`config.mk`:
```
export PLATFORM = sky130hd
export DESIGN_NAME = bpa_mask
export DESIGN_NICKNAME = d
export VERILOG_FILES = /design/src/rtl/bpa_pkg.sv /design/src/rtl/bpa_mask.sv
export SDC_FILE = /design/constraint.sdc
export NUM_CORES = 1
export LEC_CHECK = 0
export BUFFER_PORTS_ARGS = -buffer_cell sky130_fd_sc_hd__buf_2
export CORE_ASPECT_RATIO = 2
export CORE_MARGIN = 2
export CORE_UTILIZATION = 43
export DETAILED_ROUTE_END_ITERATION = 8
export GPL_TIMING_DRIVEN = 0
export PLACE_DENSITY = 0.86
export SLEW_MARGIN = 20
export SYNTH_ARGS = -nofsm -noshare
export SYNTH_HDL_FRONTEND = slang
export SYNTH_SLANG_ARGS = --single-unit
```
`constraint.sdc`:
```
create_clock -name vclk -period 2.1
set_input_delay 0.315 -clock vclk [all_inputs]
set_output_delay 0.315 -clock vclk [all_outputs]
set_load 0.03 [all_outputs]
```
`src/rtl/bpa_pkg.sv`:
```
package bpa_pkg;

    // frame bitmap geometry
    localparam int PAGES      = 32768;
    localparam int PAGE_BYTES = 4096;
    localparam int WORD_BITS  = 32;
    localparam int WORD_SH    = 5;
    localparam int WORDS      = (PAGES + WORD_BITS - 1) / WORD_BITS;
    localparam int IDX_W      = ($clog2(PAGES) > WORD_SH) ? $clog2(PAGES) : WORD_SH + 1;
    localparam int ADDR_W     = IDX_W - WORD_SH;
    localparam int CNT_W      = IDX_W + 1;
    localparam int LEN_W      = CNT_W + 1;

    // item field widths
    localparam int ACTION_W = 2;
    localparam int PFN_W    = 36;
    localparam int COUNT_W  = 16;
    localparam int BYTE_W   = 48;
    localparam int TYPE_W   = 32;
    localparam int STATUS_W = 2;

    // memory map arithmetic
    localparam int PG_SH = $clog2(PAGE_BYTES);
    localparam int PGN_W = BYTE_W - PG_SH;
    localparam int CMP_W = ((PGN_W > PFN_W) ? PGN_W : PFN_W) + 2;

    // register port
    localparam int PADDR_W     = 4;
    localparam int PDATA_W     = 64;
    localparam int REG_IDX_LSB = 3;
    localparam int REG_IDX_W   = PADDR_W - REG_IDX_LSB;
    localparam logic [REG_IDX_W-1:0] REG_FIRST_PAGE = '0;
    localparam logic [PFN_W-1:0]     FIRST_PAGE_RST = PFN_W'(4096);

    // action codes
    localparam logic [ACTION_W-1:0] ACT_ALLOC  = 2'd0;
    localparam logic [ACTION_W-1:0] ACT_FREE   = 2'd1;
    localparam logic [ACTION_W-1:0] ACT_REGION = 2'd2;

    // status codes
    localparam logic [STATUS_W-1:0] STATUS_OK       = 2'd0;
    localparam logic [STATUS_W-1:0] STATUS_NO_SPACE = 2'd1;
    localparam logic [STATUS_W-1:0] STATUS_BAD      = 2'd2;

    localparam logic [TYPE_W-1:0] REGION_USABLE = 32'd1;

    // scan unit answer for one bitmap word
    typedef struct packed {
        logic               hit;
        logic [WORD_SH-1:0] pos;
    } scan_res_t;

    // bit range being written, inclusive at both ends
    typedef struct packed {
        logic [IDX_W-1:0] lo;
        logic [IDX_W-1:0] top;
        logic             val;
    } fill_rng_t;

endpackage

```
`src/rtl/bpa_mask.sv`:
```
module bpa_mask (
    input  logic [bpa_pkg::ADDR_W-1:0]    word,
    input  bpa_pkg::fill_rng_t            rng,
    input  logic [bpa_pkg::WORD_BITS-1:0] rdata,
    output logic [bpa_pkg::WORD_BITS-1:0] wdata
);
    import bpa_pkg::*;

    logic [WORD_SH-1:0]   lo_off;
    logic [WORD_SH-1:0]   hi_off;
    logic [WORD_BITS-1:0] mask;

    // bits of this word that fall inside the range
    always_comb
    begin
        lo_off = (word == rng.lo[IDX_W-1:WORD_SH]) ? rng.lo[WORD_SH-1:0] : '0;
        hi_off = (word == rng.top[IDX_W-1:WORD_SH]) ? rng.top[WORD_SH-1:0] : '1;
        mask   = ({WORD_BITS{1'b1}} << lo_off) &
                 ({WORD_BITS{1'b1}} >> (WORD_SH'(WORD_BITS - 1) - hi_off));
        wdata  = rng.val ? (rdata | mask) : (rdata & ~mask);
    end

endmodule

```
After elaboration in Yosys (flattened, before gate mapping)
Cells that the tools add are included.
{ "totals": {"ff_bits": 0, "input_bits": 73, "output_inout_bits": 32, "word_cells": 12} }
{ "classes": {"addsub": 1, "eq_ne": 2, "shift": 2, "n_mux": 3, "bitwise_logic": 4} }
{ "op_table": {"columns": ["operator", "count"], "rows": [
  ["AND 32 bit", 2],
  ["2-to-1 mux 32 bit", 1],
  ["inverter 32 bit", 1],
  ["OR 32 bit", 1],
  ["<< shifter 32 x 5 -> 32 bit (first input constant)", 1],
  [">> shifter 32 x 5 -> 32 bit (first input constant)", 1],
  ["== test 10 bit", 2],
  ["2-to-1 mux 5 bit", 2],
  ["subtractor 5 bit (first input constant)", 1]
]} }

Logic depth before layout (Yosys ltp)
{ "depth": {"word_depth": 8, "depth_mapped": 6, "depth_no_buf": 5} }

Worst setup path after synthesis
No wires, ideal clock.
{ "synth_timing": {"kind": "in2out", "startpoint": "in rng[28] (netlist name)", "endpoint": "out wdata[28] (netlist name)", "arrival_ns": 1.729, "required_ns": 1.785, "setup_slack_ns": 0.056, "stages": 6, "path_buffers": 1, "path_cell_list": "xnor2_1 nand4_1 nor3_2 buf_2 a22oi_1 mux2_1"} }
{ "synth_via": {"elab_chain_len": 7, "elab_cells_between_ends": 8, "classes_between": "eq/ne: 1; shift: 1; mux: 2; bitwise: 4"} }
{ "synth_lines": {"columns": ["item", "line", "text"], "rows": [
  ["start, declared", "bpa_mask.sv:3", "input bpa_pkg::fill_rng_t rng,"],
  ["== test 10 bit *", "bpa_mask.sv:16", "lo_off = (word == rng.lo[IDX_W-1:WORD_SH]) ? rng.lo[WORD_SH-1:0] : '0;"],
  ["2-to-1 mux 5 bit *", "bpa_mask.sv:16", null],
  ["<< shifter 32 x 5 -> 32 bit *", "bpa_mask.sv:18", "mask = ({WORD_BITS{1'b1}} << lo_off) &"],
  ["AND 32 bit *", "bpa_mask.sv:18", null],
  ["inverter 32 bit", "bpa_mask.sv:20", "wdata = rng.val ? (rdata | mask) : (rdata & ~mask);"],
  ["AND 32 bit", "bpa_mask.sv:20", null],
  ["2-to-1 mux 32 bit *", "bpa_mask.sv:20", null],
  ["end, declared", "bpa_mask.sv:5", "output logic [bpa_pkg::WORD_BITS-1:0] wdata"]
]} }
Every way passes the cells marked *; elsewhere a longest branch is shown, timed or not.

Worst setup path in the final report
{ "layout_timing": {"startpoint": "in word[0] (netlist name)", "endpoint": "out wdata[2] (netlist name)"} }
{ "layout_via": {"elab_chain_len": 8, "elab_cells_between_ends": 12, "classes_between": "add/sub: 1; eq/ne: 2; shift: 2; mux: 3; bitwise: 4"} }
{ "layout_lines": {"columns": ["item", "line", "text"], "rows": [
  ["start, declared", "bpa_mask.sv:2", "input logic [bpa_pkg::ADDR_W-1:0] word,"],
  ["== test 10 bit", "bpa_mask.sv:17", "hi_off = (word == rng.top[IDX_W-1:WORD_SH]) ? rng.top[WORD_SH-1:0] : '1;"],
  ["2-to-1 mux 5 bit", "bpa_mask.sv:17", null],
  ["subtractor 5 bit", "bpa_mask.sv:19", "({WORD_BITS{1'b1}} >> (WORD_SH'(WORD_BITS - 1) - hi_off));"],
  [">> shifter 32 x 5 -> 32 bit", "bpa_mask.sv:19", null],
  ["AND 32 bit *", "bpa_mask.sv:18", null],
  ["inverter 32 bit", "bpa_mask.sv:20", null],
  ["AND 32 bit", "bpa_mask.sv:20", null],
  ["2-to-1 mux 32 bit *", "bpa_mask.sv:20", null]
]} }
Marked as above.

==> key figures <==
Floorplanning
  • Die height: 84.1 um
  • Std-Cell Rows: 29
  • Starting Density: approximately 44%
  • Die ar.: 3710 um2
  • Number of I/O pins: around 110
  • Die Width: about 44 um
  • Core Region: around 3100 um2

Placed design
  • Port Buffers: 101
  • Placed inst area: 1920 um2
  • Setup slack after placement: -397 ps
  • Post-DP HPWL: about 4.0 mm
  • Gpl congestion: 1.01
  • Placed insts: ~320

Global route
  • GRT Overall Usage: 39.6%
  • First-pass GRT wire length: 11.2 mm
  • Vias in the first global route: 2340
  • Initial antenna violation count: 0
  • Total gr overflow: 0
  • Largest net degree at the start of global routing: 11

STA
  • Final Setup Violations: 32
  • FMAX: slightly above 0.4 GHz
  • Slew Viols, Final: 0
  • Slack of the critical path: -360 ps
  • Final Hold Fails: 0
  • Setup TNS Final: -8890 ps
  • Worst-Margin Slew: approximately 600 ps
  • Period utilization: 117%
  • Max_slew headroom: roughly 60%
  • Clock period minus worst slack: around 2500 ps
  • RSZ-0062 raised after global routing: yes

Cells and area
  • Clock Buffer Count: 0
  • Register area: 0 um2
  • Number of nets in the layout: approximately 380
  • ANT cells: 0
  • Share of layout cells above drive strength 1: between 70% and 80%
  • Layout area overhead: 107%
  • Num sequential: 0
  • Final std cells w/o fill: approximately 340
  • Post-route design area: 2860 um2

Run status
  • Status: complete, but fails checks
  • Failing checks: negative setup slack

Synth
  • Net Count, Synth: 260
  • Avg Cell Area, Syn: between 7 and 8 um2
  • Cell Area, Synth: ~1400 um2
  • Seq/Total Area, Yosys: 0%
  • Unique cell type count in the Yosys netlist: 31
  • Yosys warns: 0
  • Syn Inst Count: approximately 190

Job
  • Max Cap Violations: 0

CTS
  • Cts hold-fix bufs: 0

Worst hold path
  • Hold EP: wdata[9]
  • Hold Crit Depth: 3
  • Min-delay worst type: input port to output pin
  • Min-delay src: rdata[9]

Critical path
  • CP Data Arrival Time: roughly 2100 ps
  • Element type at the critical path end: output pin
  • WS Path Type: input port to output pin
  • Nature of the critical path startpoint: input port
  • Crit Path Max Fanout: 3
  • Critical Path RT: ~1800 ps

Drt
  • Drt pass-1 iters: 5
  • Post-DR vias/cell: approximately 7.3
  • Post-route DRC: 0
  • 1st-iter DRT viols: roughly 250
  • Drt total wl: around 9.4 mm
  • Routed WL per cell: ~28 um
  • Routed vias: roughly 2500
  • Routed Antenna Nets: 0

Power
  • Lkg Pwr: 0.00131 uW
  • Pwr dens: a little over 200 nW/um2
  • Maximum VDD drop: between 0.00015 and 0.0002 V
==> how the worst max path moves through the flow <==
stage / startpoint / endpoint / slack, ps / cells after the start
finish: word[0] / wdata[2] / -360 / 10
global route: word[0] / wdata[2] / -390 / 10
CTS: rng[15] / wdata[6] / -180 / 10
detailed placement: word[7] / wdata[6] / -400 / 8
global placement: word[7] / wdata[6] / -350 / 8
floorplan: rng[28] / wdata[28] / 60 / 6
==> layout by cell type, fill, tap and decap left out, drive strengths merged, types with 7 or more instances in the layout <==
master	instances
nor2	9
o21ai	8
nand4	7
buf	127
a21oi	8
nand3	7
xnor2	20
nand2	20
a22oi	21
mux2	32
nand2b	8
clkbuf	12
==> layer usage <==
layer	wire [um]	vias up	part of all wire [%]	track usage, %
li1	-	940	-	-
met1	2640	1119	28	35.9
met2	4590	299	49	71.0
met3	1050	103	11	8.23
met4	1080	0	12	29.5
met5	0	-	0	0
==> per-stage QoR <==
stage          util (%)  total power [uW]  hold slack, ps
2_1_floorplan         -               231             811
3_3_place_gp       61.7               359             991
3_5_place_dp       61.7               365             999
4_1_cts            84.3               483             955
5_1_grt            91.7               610             963
6_report           91.7               594             953
==> power breakdown <==
group / total [uW] / internal (uW) / switching, uW
combinational: 594 / 271 / 323
sequential: 0 / 0 / 0
clock: 0 / 0 / 0
total: 594 / 271 / 323
==> critical path, cell delays in order <==
cell	delay [ps]
buf_8	120
xnor2_4	220
nand4_4	170
nor4_4	340
buf_6	170
buf_6	100
buf_4	110
a22oi_2	100
mux2_4	350
buf_6	140
==> Yosys cell counts, types with 3 or more instances <==
master / n / share of area (%)
nand2b_1: 8 / 3.6
nand4_1: 6 / 2.7
inv_1: 3 / 0.82
nor4_1: 5 / 2.3
a21o_1: 3 / 1.6
clkbuf_1: 12 / 3.3
nor2_1: 9 / 2.4
nand3_1: 7 / 2.5
mux2_4: 8 / 8.7
xnor2_1: 20 / 13
a21oi_1: 8 / 2.9
or2_2: 4 / 1.8
nor3_2: 3 / 2.2
a22oi_1: 13 / 7.1
or3_1: 3 / 1.4
nand2_1: 20 / 5.4
mux2_2: 23 / 19
a22oi_2: 8 / 7.3
o21ai_0: 7 / 2.5
==> what timing repair did <==
action | CTS | global route
gates resized for setup | 123 | 68
endpoints found under the setup margin | 32 | 32
setup buffers | 16 | 2
endpoints found under the hold margin | 0 | 0
cloned | 4 | 0
pin swaps | 22 | 20
==> cells by family (layout without fill, tap and decap cells) <==
family	Yosys count	in the layout	synth area share [%]
buffers and inverters	21	142	6.98
AOI/OAI and AO/OA	44	44	24.0
xor gates and xnor gates	20	20	12.7
and+or+nand+nor	70	70	28.0
muxes	32	32	28.3
==> cell type report <==
| class | instances | area, um2 |
|---|---|---|
| multi-input combinational | 166 | 1660 |
| timing repair buffer | 121 | 1040 |
| fill | 119 | 258 |
| buffer | 18 | 109 |
| tap | 31 | 38.8 |
| inverter | 3 | 11.3 |
Power figures use the tool's default switching activity.
